[src/hw/rtl/tgd_pkg.sv]
// Shared types and constants for the tile grid debounce block.
`timescale 1ns / 1ps
`default_nettype none

package tgd_pkg;

    localparam logic [1:0] CFG_ROWS_IN_USE     = 2'd0;
    localparam logic [1:0] CFG_COLS_IN_USE     = 2'd1;
    localparam logic [1:0] CFG_AGREE_THRESHOLD = 2'd2;
    localparam logic [1:0] CFG_HAND_GRACE_MS   = 2'd3;

    localparam logic [3:0]  RESET_ROWS_IN_USE     = 4'd5;
    localparam logic [4:0]  RESET_COLS_IN_USE     = 5'd9;
    localparam logic [7:0]  RESET_AGREE_THRESHOLD = 8'd2;
    localparam logic [15:0] RESET_HAND_GRACE_MS   = 16'd1000;

    localparam logic [7:0] COUNT_MAX = 8'd255;

    localparam int QUEUE_DEPTH = 2;

    typedef struct packed {
        logic [1:0] obs;
        logic       fresh;
        logic       held;
        logic       rise;
        logic       in_range;
    } op_t;

    typedef struct packed {
        logic [1:0] stable;
        logic [1:0] cand;
        logic [7:0] count;
    } cell_t;

endpackage

`default_nettype wire

[src/hw/rtl/tgd_front.sv]
// Front end: range check, code normalization and hand hold-off tracking.
`timescale 1ns / 1ps
`default_nettype none

module tgd_front
    import tgd_pkg::*;
#(
    parameter int MAX_ROWS = 8,
    parameter int MAX_COLS = 16
) (
    input  wire logic        clk,
    input  wire logic        rst_n,
    input  wire logic        accept,
    input  wire logic [2:0]  cell_row,
    input  wire logic [3:0]  cell_col,
    input  wire logic [2:0]  seen_code,
    input  wire logic        hand_seen,
    input  wire logic [31:0] time_ms,
    input  wire logic        fresh,
    input  wire logic [3:0]  rows_in_use,
    input  wire logic [4:0]  cols_in_use,
    input  wire logic [15:0] hand_grace_ms,
    output op_t              op,
    output logic [((MAX_ROWS * MAX_COLS) > 1 ? $clog2(MAX_ROWS * MAX_COLS) : 1)-1:0] idx
);

    localparam int CELL_COUNT = MAX_ROWS * MAX_COLS;
    localparam int AW = CELL_COUNT > 1 ? $clog2(CELL_COUNT) : 1;

    logic        last_hand_reg;
    logic [31:0] hold_until_reg;
    logic [31:0] diff;
    logic [31:0] idx_wide;
    logic        row_ok;
    logic        col_ok;
    logic        ahead;

    assign row_ok = ({1'b0, cell_row} < rows_in_use) && (32'(cell_row) < 32'(MAX_ROWS));
    assign col_ok = ({1'b0, cell_col} < cols_in_use) && (32'(cell_col) < 32'(MAX_COLS));

    assign diff  = hold_until_reg - time_ms;
    assign ahead = (diff != 32'd0) && !diff[31];

    assign idx_wide = 32'(cell_row) * 32'(MAX_COLS) + 32'(cell_col);
    assign idx      = idx_wide[AW-1:0];

    always_comb
    begin
        op.obs      = ((seen_code >= 3'd1) && (seen_code <= 3'd3)) ? seen_code[1:0] : 2'd0;
        op.fresh    = fresh;
        op.held     = hand_seen || ahead;
        op.rise     = hand_seen && !last_hand_reg;
        op.in_range = row_ok && col_ok;
    end

    always_ff @(posedge clk or negedge rst_n)
    begin
        if (!rst_n)
        begin
            last_hand_reg  <= 1'b0;
            hold_until_reg <= 32'd0;
        end
        else if (accept && row_ok && col_ok)
        begin
            last_hand_reg <= hand_seen;
            if (hand_seen)
            begin
                hold_until_reg <= time_ms + {16'd0, hand_grace_ms};
            end
        end
    end

endmodule

`default_nettype wire

[src/hw/rtl/tgd_queue.sv]
// Short first-in first-out queue between the front end and the back end.
`timescale 1ns / 1ps
`default_nettype none

module tgd_queue
    import tgd_pkg::*;
#(
    parameter int WIDTH = 8
) (
    input  wire logic             clk,
    input  wire logic             rst_n,
    input  wire logic             push,
    input  wire logic [WIDTH-1:0] push_data,
    output logic                  not_full,
    input  wire logic             pop,
    output logic                  not_empty,
    output logic [WIDTH-1:0]      pop_data
);

    localparam int PW = QUEUE_DEPTH > 1 ? $clog2(QUEUE_DEPTH) : 1;
    localparam int CW = $clog2(QUEUE_DEPTH + 1);

    logic [WIDTH-1:0] slot_reg [QUEUE_DEPTH];
    logic [PW-1:0]    wr_ptr_reg;
    logic [PW-1:0]    rd_ptr_reg;
    logic [CW-1:0]    count_reg;

    assign not_full  = count_reg != CW'(QUEUE_DEPTH);
    assign not_empty = count_reg != '0;
    assign pop_data  = slot_reg[rd_ptr_reg];

    always_ff @(posedge clk)
    begin
        if (push)
        begin
            slot_reg[wr_ptr_reg] <= push_data;
        end
    end

    always_ff @(posedge clk or negedge rst_n)
    begin
        if (!rst_n)
        begin
            wr_ptr_reg <= '0;
            rd_ptr_reg <= '0;
            count_reg  <= '0;
        end
        else
        begin
            if (push)
            begin
                wr_ptr_reg <= (wr_ptr_reg == PW'(QUEUE_DEPTH - 1)) ? '0 : wr_ptr_reg + 1'b1;
            end
            if (pop)
            begin
                rd_ptr_reg <= (rd_ptr_reg == PW'(QUEUE_DEPTH - 1)) ? '0 : rd_ptr_reg + 1'b1;
            end
            if (push && !pop)
            begin
                count_reg <= count_reg + 1'b1;
            end
            else if (pop && !push)
            begin
                count_reg <= count_reg - 1'b1;
            end
        end
    end

endmodule

`default_nettype wire

[src/hw/rtl/tgd_back.sv]
// Back end: cell memory, read-modify-write debounce update and result register.
`timescale 1ns / 1ps
`default_nettype none

module tgd_back
    import tgd_pkg::*;
#(
    parameter int MAX_ROWS = 8,
    parameter int MAX_COLS = 16
) (
    input  wire logic        clk,
    input  wire logic        rst_n,
    input  wire logic        q_valid,
    input  op_t              q_op,
    input  wire logic [((MAX_ROWS * MAX_COLS) > 1 ? $clog2(MAX_ROWS * MAX_COLS) : 1)-1:0] q_idx,
    output logic             q_pop,
    output logic             clearing,
    input  wire logic [7:0]  agree_threshold,
    output logic             out_valid,
    input  wire logic        out_ready,
    output logic [1:0]       stable_code,
    output logic             stable_changed,
    output logic             held_off,
    output logic             hand_rise,
    output logic             in_range
);

    localparam int CELL_COUNT = MAX_ROWS * MAX_COLS;
    localparam int AW = CELL_COUNT > 1 ? $clog2(CELL_COUNT) : 1;

    cell_t         mem [CELL_COUNT];
    cell_t         rd_data_reg;
    logic          clearing_reg;
    logic [AW-1:0] clr_addr_reg;
    logic          s1_valid_reg;
    op_t           s1_op_reg;
    logic [AW-1:0] s1_idx_reg;
    logic          lw_valid_reg;
    logic [AW-1:0] lw_addr_reg;
    cell_t         lw_data_reg;
    logic          out_valid_reg;
    logic [1:0]    stable_code_reg;
    logic          stable_changed_reg;
    logic          held_off_reg;
    logic          hand_rise_reg;
    logic          in_range_reg;

    cell_t cur;
    cell_t nxt;
    logic  wr_en;
    logic  changed;
    logic  s1_adv;

    assign s1_adv   = s1_valid_reg && (!out_valid_reg || out_ready);
    assign q_pop    = q_valid && !clearing_reg && (!s1_valid_reg || s1_adv);
    assign clearing = clearing_reg;

    assign cur = (lw_valid_reg && (lw_addr_reg == s1_idx_reg)) ? lw_data_reg : rd_data_reg;

    always_comb
    begin
        nxt     = cur;
        wr_en   = 1'b0;
        changed = 1'b0;
        if (s1_op_reg.in_range)
        begin
            if (s1_op_reg.held)
            begin
                wr_en     = 1'b1;
                nxt.count = 8'd0;
                if (s1_op_reg.fresh)
                begin
                    nxt.cand = s1_op_reg.obs;
                end
            end
            else if (s1_op_reg.fresh)
            begin
                wr_en = 1'b1;
                if (cur.cand != s1_op_reg.obs)
                begin
                    nxt.cand  = s1_op_reg.obs;
                    nxt.count = 8'd1;
                end
                else if (cur.count != COUNT_MAX)
                begin
                    nxt.count = cur.count + 8'd1;
                end
                if ((cur.stable != s1_op_reg.obs) && (nxt.count >= agree_threshold))
                begin
                    nxt.stable = s1_op_reg.obs;
                    changed    = 1'b1;
                end
            end
        end
    end

    always_ff @(posedge clk)
    begin
        if (clearing_reg)
        begin
            mem[clr_addr_reg] <= '0;
        end
        else if (s1_adv && wr_en)
        begin
            mem[s1_idx_reg] <= nxt;
        end
        if (q_pop)
        begin
            rd_data_reg <= mem[q_idx];
            s1_op_reg   <= q_op;
            s1_idx_reg  <= q_idx;
        end
        if (s1_adv && wr_en)
        begin
            lw_addr_reg <= s1_idx_reg;
            lw_data_reg <= nxt;
        end
        if (s1_adv)
        begin
            stable_code_reg    <= s1_op_reg.in_range ? nxt.stable : 2'd0;
            stable_changed_reg <= changed;
            held_off_reg       <= s1_op_reg.in_range && s1_op_reg.held;
            hand_rise_reg      <= s1_op_reg.in_range && s1_op_reg.rise;
            in_range_reg       <= s1_op_reg.in_range;
        end
    end

    always_ff @(posedge clk or negedge rst_n)
    begin
        if (!rst_n)
        begin
            clearing_reg  <= 1'b1;
            clr_addr_reg  <= '0;
            s1_valid_reg  <= 1'b0;
            lw_valid_reg  <= 1'b0;
            out_valid_reg <= 1'b0;
        end
        else
        begin
            if (clearing_reg)
            begin
                if (clr_addr_reg == AW'(CELL_COUNT - 1))
                begin
                    clearing_reg <= 1'b0;
                end
                else
                begin
                    clr_addr_reg <= clr_addr_reg + 1'b1;
                end
            end
            if (q_pop)
            begin
                s1_valid_reg <= 1'b1;
            end
            else if (s1_adv)
            begin
                s1_valid_reg <= 1'b0;
            end
            if (s1_adv && wr_en)
            begin
                lw_valid_reg <= 1'b1;
            end
            if (s1_adv)
            begin
                out_valid_reg <= 1'b1;
            end
            else if (out_ready)
            begin
                out_valid_reg <= 1'b0;
            end
        end
    end

    assign out_valid      = out_valid_reg;
    assign stable_code    = stable_code_reg;
    assign stable_changed = stable_changed_reg;
    assign held_off       = held_off_reg;
    assign hand_rise      = hand_rise_reg;
    assign in_range       = in_range_reg;

endmodule

`default_nettype wire

[src/hw/rtl/tile_grid_debounce_with_hand_hold_top.sv]
// Top level of the tile grid debounce block with hand hold-off.
//
// Channel   Direction  Handshake            Payload
// in        input      in_valid/in_ready    cell_row, cell_col, seen_code, hand_seen,
//                                           time_ms, fresh
// out       output     out_valid/out_ready  stable_code, stable_changed, held_off,
//                                           hand_rise, in_range
// cfg       input      cfg_valid/cfg_ready  cfg_index, cfg_data
//
// One transaction is accepted per cycle while in_ready is high; the outputs are registered.
// The rate is set by the single read and write port of the cell memory, whose read is
// forwarded from the last write so that back-to-back updates of one cell stay correct.
// After reset a clearing pass over all MAX_ROWS * MAX_COLS cells zeroes the cell memory, and
// in_ready stays low during it. A stalled output fills the two-entry queue, then in_ready drops.
`timescale 1ns / 1ps
`default_nettype none

module tile_grid_debounce_with_hand_hold_top
    import tgd_pkg::*;
#(
    parameter int MAX_ROWS = 8,
    parameter int MAX_COLS = 16
) (
    input  wire logic        clk,
    input  wire logic        rst_n,
    input  wire logic        in_valid,
    output logic             in_ready,
    input  wire logic [2:0]  cell_row,
    input  wire logic [3:0]  cell_col,
    input  wire logic [2:0]  seen_code,
    input  wire logic        hand_seen,
    input  wire logic [31:0] time_ms,
    input  wire logic        fresh,
    output logic             out_valid,
    input  wire logic        out_ready,
    output logic [1:0]       stable_code,
    output logic             stable_changed,
    output logic             held_off,
    output logic             hand_rise,
    output logic             in_range,
    input  wire logic        cfg_valid,
    output logic             cfg_ready,
    input  wire logic [1:0]  cfg_index,
    input  wire logic [15:0] cfg_data
);

    localparam int CELL_COUNT = MAX_ROWS * MAX_COLS;
    localparam int AW = CELL_COUNT > 1 ? $clog2(CELL_COUNT) : 1;
    localparam int QW = AW + $bits(op_t);

    logic [3:0]  rows_in_use_reg;
    logic [4:0]  cols_in_use_reg;
    logic [7:0]  agree_threshold_reg;
    logic [15:0] hand_grace_ms_reg;

    op_t           f_op;
    logic [AW-1:0] f_idx;
    logic          accept;
    logic          q_not_full;
    logic          q_not_empty;
    logic          q_pop;
    logic [QW-1:0] q_data;
    op_t           q_op;
    logic [AW-1:0] q_idx;
    logic          clearing;

    assign cfg_ready = 1'b1;
    assign in_ready  = q_not_full && !clearing;
    assign accept    = in_valid && in_ready;

    always_ff @(posedge clk or negedge rst_n)
    begin
        if (!rst_n)
        begin
            rows_in_use_reg     <= RESET_ROWS_IN_USE;
            cols_in_use_reg     <= RESET_COLS_IN_USE;
            agree_threshold_reg <= RESET_AGREE_THRESHOLD;
            hand_grace_ms_reg   <= RESET_HAND_GRACE_MS;
        end
        else if (cfg_valid && cfg_ready)
        begin
            unique case (cfg_index)
                CFG_ROWS_IN_USE:     rows_in_use_reg     <= cfg_data[3:0];
                CFG_COLS_IN_USE:     cols_in_use_reg     <= cfg_data[4:0];
                CFG_AGREE_THRESHOLD: agree_threshold_reg <= cfg_data[7:0];
                CFG_HAND_GRACE_MS:   hand_grace_ms_reg   <= cfg_data;
            endcase
        end
    end

    tgd_front #(
        .MAX_ROWS(MAX_ROWS),
        .MAX_COLS(MAX_COLS)
    ) u_front (
        .clk          (clk),
        .rst_n        (rst_n),
        .accept       (accept),
        .cell_row     (cell_row),
        .cell_col     (cell_col),
        .seen_code    (seen_code),
        .hand_seen    (hand_seen),
        .time_ms      (time_ms),
        .fresh        (fresh),
        .rows_in_use  (rows_in_use_reg),
        .cols_in_use  (cols_in_use_reg),
        .hand_grace_ms(hand_grace_ms_reg),
        .op           (f_op),
        .idx          (f_idx)
    );

    tgd_queue #(
        .WIDTH(QW)
    ) u_queue (
        .clk      (clk),
        .rst_n    (rst_n),
        .push     (accept),
        .push_data({f_idx, f_op}),
        .not_full (q_not_full),
        .pop      (q_pop),
        .not_empty(q_not_empty),
        .pop_data (q_data)
    );

    assign q_idx = q_data[QW-1:$bits(op_t)];
    assign q_op  = q_data[$bits(op_t)-1:0];

    tgd_back #(
        .MAX_ROWS(MAX_ROWS),
        .MAX_COLS(MAX_COLS)
    ) u_back (
        .clk            (clk),
        .rst_n          (rst_n),
        .q_valid        (q_not_empty),
        .q_op           (q_op),
        .q_idx          (q_idx),
        .q_pop          (q_pop),
        .clearing       (clearing),
        .agree_threshold(agree_threshold_reg),
        .out_valid      (out_valid),
        .out_ready      (out_ready),
        .stable_code    (stable_code),
        .stable_changed (stable_changed),
        .held_off       (held_off),
        .hand_rise      (hand_rise),
        .in_range       (in_range)
    );

endmodule

`default_nettype wire
[config.mk]
export PLATFORM = sky130hd
export DESIGN_NAME = tile_grid_debounce_with_hand_hold_top
export DESIGN_NICKNAME = d
export VERILOG_FILES = /design/src/hw/rtl/tgd_pkg.sv /design/src/hw/rtl/tgd_front.sv /design/src/hw/rtl/tgd_queue.sv /design/src/hw/rtl/tgd_back.sv /design/src/hw/rtl/tile_grid_debounce_with_hand_hold_top.sv
export SDC_FILE = /design/constraint.sdc
export NUM_CORES = 2
export LEC_CHECK = 0
export BUFFER_PORTS_ARGS = -buffer_cell sky130_fd_sc_hd__buf_2
export CAP_MARGIN = 20
export CORE_ASPECT_RATIO = 0.6
export CORE_MARGIN = 2
export CORE_UTILIZATION = 30
export DETAILED_ROUTE_END_ITERATION = 16
export MAX_ROUTING_LAYER = met4
export PLACE_DENSITY_LB_ADDON = 0.2
export SLEW_MARGIN = 20
export SYNTH_ARGS = -nofsm -noshare
export SYNTH_HDL_FRONTEND = slang
export SYNTH_SLANG_ARGS = --single-unit
export TNS_END_PERCENT = 50
[constraint.sdc]
create_clock -name clk -period 21.4 [get_ports clk]
set_input_delay 5.35 -clock clk [delete_from_list [all_inputs] [get_ports clk]]
set_output_delay 5.35 -clock clk [all_outputs]
set_load 0.005 [all_outputs]
==> flow_summary.ini <==
[grt]
grt.total_usage = 0.1904
antenna_found_initial = 12
grt_max_degree = 163
grt_first_pass_wirelength_um = 326200
grt_pass1_vias = 43896
grt_remaining_overflow = 0

[floorplan]
dieArea_um2 = 240900
rows = 138
die_h_um = 381.0
initial_core_util = 0.3016
die_w_um = 632.4
core-area_um2 = 235700
num_io_pins = 76

[timing]
finalCritPeriodShare = 0.4429
tightest_slew_ns = 1.222
hold_viol_final = 0
fin_setup_tns_ns = 0
min_period_ns = 9.477
clock.fmax_mhz = 105.5
drv_slew = 0
setup_viol = 0
clock_skew_ns = 0.04230
rsz0062_at_grt = no
maxSlewHeadroom = 0.1798

[clock_tree]
cts_hold_buf = 0
cts_max_level = 4
clk_pin_slew_ns = 0.06
cts_buffers = 164
clockRootBuffer = clkbuf_16
clock-sinks = 1693
clk_latency_ns = 0.82
cts_resized = 0
cts_setup_buffers = 0
max-clock-path-buffers = 4
cts_tree = yes

[finish]
syn2layout_area_growth_pct = 13.08
drive_above_1_share = 0.09421
largest_reg_flops = 1536
instances_no_fill = 9042
final_nets = 5908
post-route-util = 0.3410
fillers = 23159

[placed_design]
gp_congestion = 0.8738
dp.cells = 8753
port_buffers = 74
dpl.hpwl_um = 136400

[yosys]
synthCells = 5787
seq_area_frac_synth = 0.7098
netlist_area_um2 = 71070
synth_edf_count = 1612
ys_warn_count = 0
syn_area_per_cell_um2 = 12.28
ys_types = 77
synth_fp_nets = 5919
async_reset_ff_frac = 0.04784
ys.flop_type = edfxtp_1
yosys_register_bits = 1693

[critical_path]
worstPathMaxFanout = 20
rr_startpoint = u_back.s1_idx_reg[3]
start_kind = primary input
path_common_cell = nand2_1
ff2ff_path_depth = 22
critPathMaxStageDelay_ns = 0.98
path_class = in2reg
worstPathCellList = buf_2 -> nand2b_1 -> and2_1 -> o211ai_1 -> inv_1 -> nand2_1 -> o31ai_1 -> nand2_1 -> nor2_1
ff2ff_setup_slack_ns = 14.08
arrival_ns = 9.88
slowest_stage = o31ai_1
r2r-end = u_back.mem[60][10]
end_kind = flop
worstPathRequired_ns = 21.80

[drt]
drt_iter0_drc = 6454
postRouteAntennaNets = 0
totalWireLength_um = 228200
drc = 0
vias_per_cell = 5.218
dr.pass1.iters = 5
wl_per_cell_um = 25.24
vias = 47180

[job]
cap_violations = 0

[hold_path]
worst_hold_startpoint = u_front.last_hand_reg
hold_class = reg2reg
hold_end = u_front.last_hand_reg
hold_path_depth = 2

[status]
status = finished, final reports clean

[power]
power_density_nw_per_um2 = 136.1
p_leak_nw = 27.57
vdd_drop_max_mv = 0.1025
## per-stage QoR
step | instance area (um^2) | setup WS, ns | hold WS, ns | power [mW]
after CTS | 80210 | 11.87 | 0.4858 | 10.93
after global routing | 80360 | 11.70 | 0.5099 | 11.42
final | 80360 | 11.92 | 0.4777 | 10.94
after global placement | 75040 | 11.24 | 0.4598 | 8.005
after detailed placement | 75050 | 11.02 | 0.4717 | 8.010
after floorplan | 71070 | 8.328 | 0.4206 | 6.347
## kinds of logic after synthesis
| logic type | count (synthesis) | share of synthesized area |
|---|---|---|
| buffers and inverters | 439 | 0.02398 |
| adder cells (fa/ha/maj) | 65 | 0.01165 |
| AO/OA/AOI/OAI | 592 | 0.06230 |
| AND/OR/NAND/NOR | 2863 | 0.1736 |
| other | 1 | 0.00005276 |
| multiplexers | 68 | 0.01044 |
| XOR/XNOR | 66 | 0.008133 |
| flip-flops | 1693 | 0.7098 |
## power breakdown
part           switching [mW]  internal [mW]
clock                    1.30           1.63
combinational            2.95          0.963
sequential             0.0866           4.01
## layout by cell type (no fill, tap or decap), drive strengths merged, types with 7 or more instances in the layout
cell type / count
buf: 185
a21o: 22
dfrtp: 69
o311ai: 14
xnor2: 49
nor2: 184
inv: 76
o31ai: 16
clkbuf: 204
bufinv: 15
ha: 63
clkinv: 56
nor2b: 16
nand3b: 9
a211oi: 13
nor3: 26
a311oi: 264
o22ai: 12
mux2i: 22
edfxtp: 1612
and2: 12
a21oi: 75
dfstp: 12
nand2b: 27
xor2: 17
mux2: 46
nand3: 797
o21ai: 93
clkinvlp: 7
nand4: 7
o21a: 9
and3: 103
a31oi: 29
nand2: 1659
## Yosys cell counts (4+ instances only)
library cell / count / area share
o31a_1: 5 / 0.00062
nor2_1: 183 / 0.0097
xnor2_1: 49 / 0.0060
nand3b_1: 9 / 0.00095
or2_2: 6 / 0.00053
mux2i_1: 21 / 0.0030
nand3_1: 797 / 0.056
o22ai_1: 9 / 0.00079
dfstp_2: 12 / 0.0044
nand4_1: 5 / 0.00044
nor2b_1: 16 / 0.0014
a21o_1: 22 / 0.0023
xor2_1: 17 / 0.0021
a211oi_1: 12 / 0.0013
nand2_1: 1659 / 0.088
buf_1: 33 / 0.0017
a31oi_1: 29 / 0.0026
clkbuf_1: 291 / 0.015
a32oi_1: 4 / 0.00049
a211o_1: 4 / 0.00049
o21a_1: 9 / 0.00095
a311oi_1: 264 / 0.033
o21ai_0: 90 / 0.0063
edfxtp_1: 1612 / 0.68
and3_1: 103 / 0.0091
ha_1: 63 / 0.011
nor3_1: 26 / 0.0018
nand2b_1: 27 / 0.0024
dfrtp_1: 69 / 0.024
o32a_1: 5 / 0.00070
o31ai_1: 16 / 0.0017
mux2_2: 46 / 0.0073
buf_2: 36 / 0.0025
a21oi_1: 74 / 0.0052
nor4_1: 5 / 0.00044
inv_1: 74 / 0.0039
o211ai_1: 4 / 0.00042
and2_1: 12 / 0.0011
o311ai_0: 13 / 0.0016
## layout make-up
type                            count  area, um^2  share of cell area
Clock inverter                     77       787.0            0.009793
Timing Repair Buffer              185        1306             0.01625
Clock buffer                      204        4380             0.05451
Tap cell                         3150        3941             0.04904
Inverter                           77       305.3            0.003799
Multi-Input combinational cell   3655       19190              0.2388
Sequential cell                  1693       50450              0.6277
Antenna cell                        1       2.502          0.00003114
## how the worst max path moves through the flow
stage,start,end,slack (ns),cells past startpoint
finish,out_ready,u_back.mem[16][11],11.92,9
global route,out_ready,u_back.mem[10][8],11.70,9
CTS,out_ready,u_back.mem[5][2],11.87,9
detailed placement,out_ready,u_back.mem[5][0],11.02,9
global placement,out_ready,u_back.mem[17][0],11.24,9
floorplan,out_ready,u_back.mem[0][11],8.33,6
## worst max-delay path: cells and delay by family
kind	cells	cell delay (ns)
simple gates	5	2.45
compound gates	2	1.26
buf+inv	2	0.79
## layer usage
layer / vias to the layer above / routed length [um] / global-route usage
li1: 21147 / - / -
met1: 23945 / 116400 / 0.3086
met2: 1866 / 87010 / 0.2358
met3: 222 / 21720 / 0.04527
met4: 0 / 3123 / 0.02896
met5: - / 0 / -
Note: power is estimated with default switching activity, not from simulation.
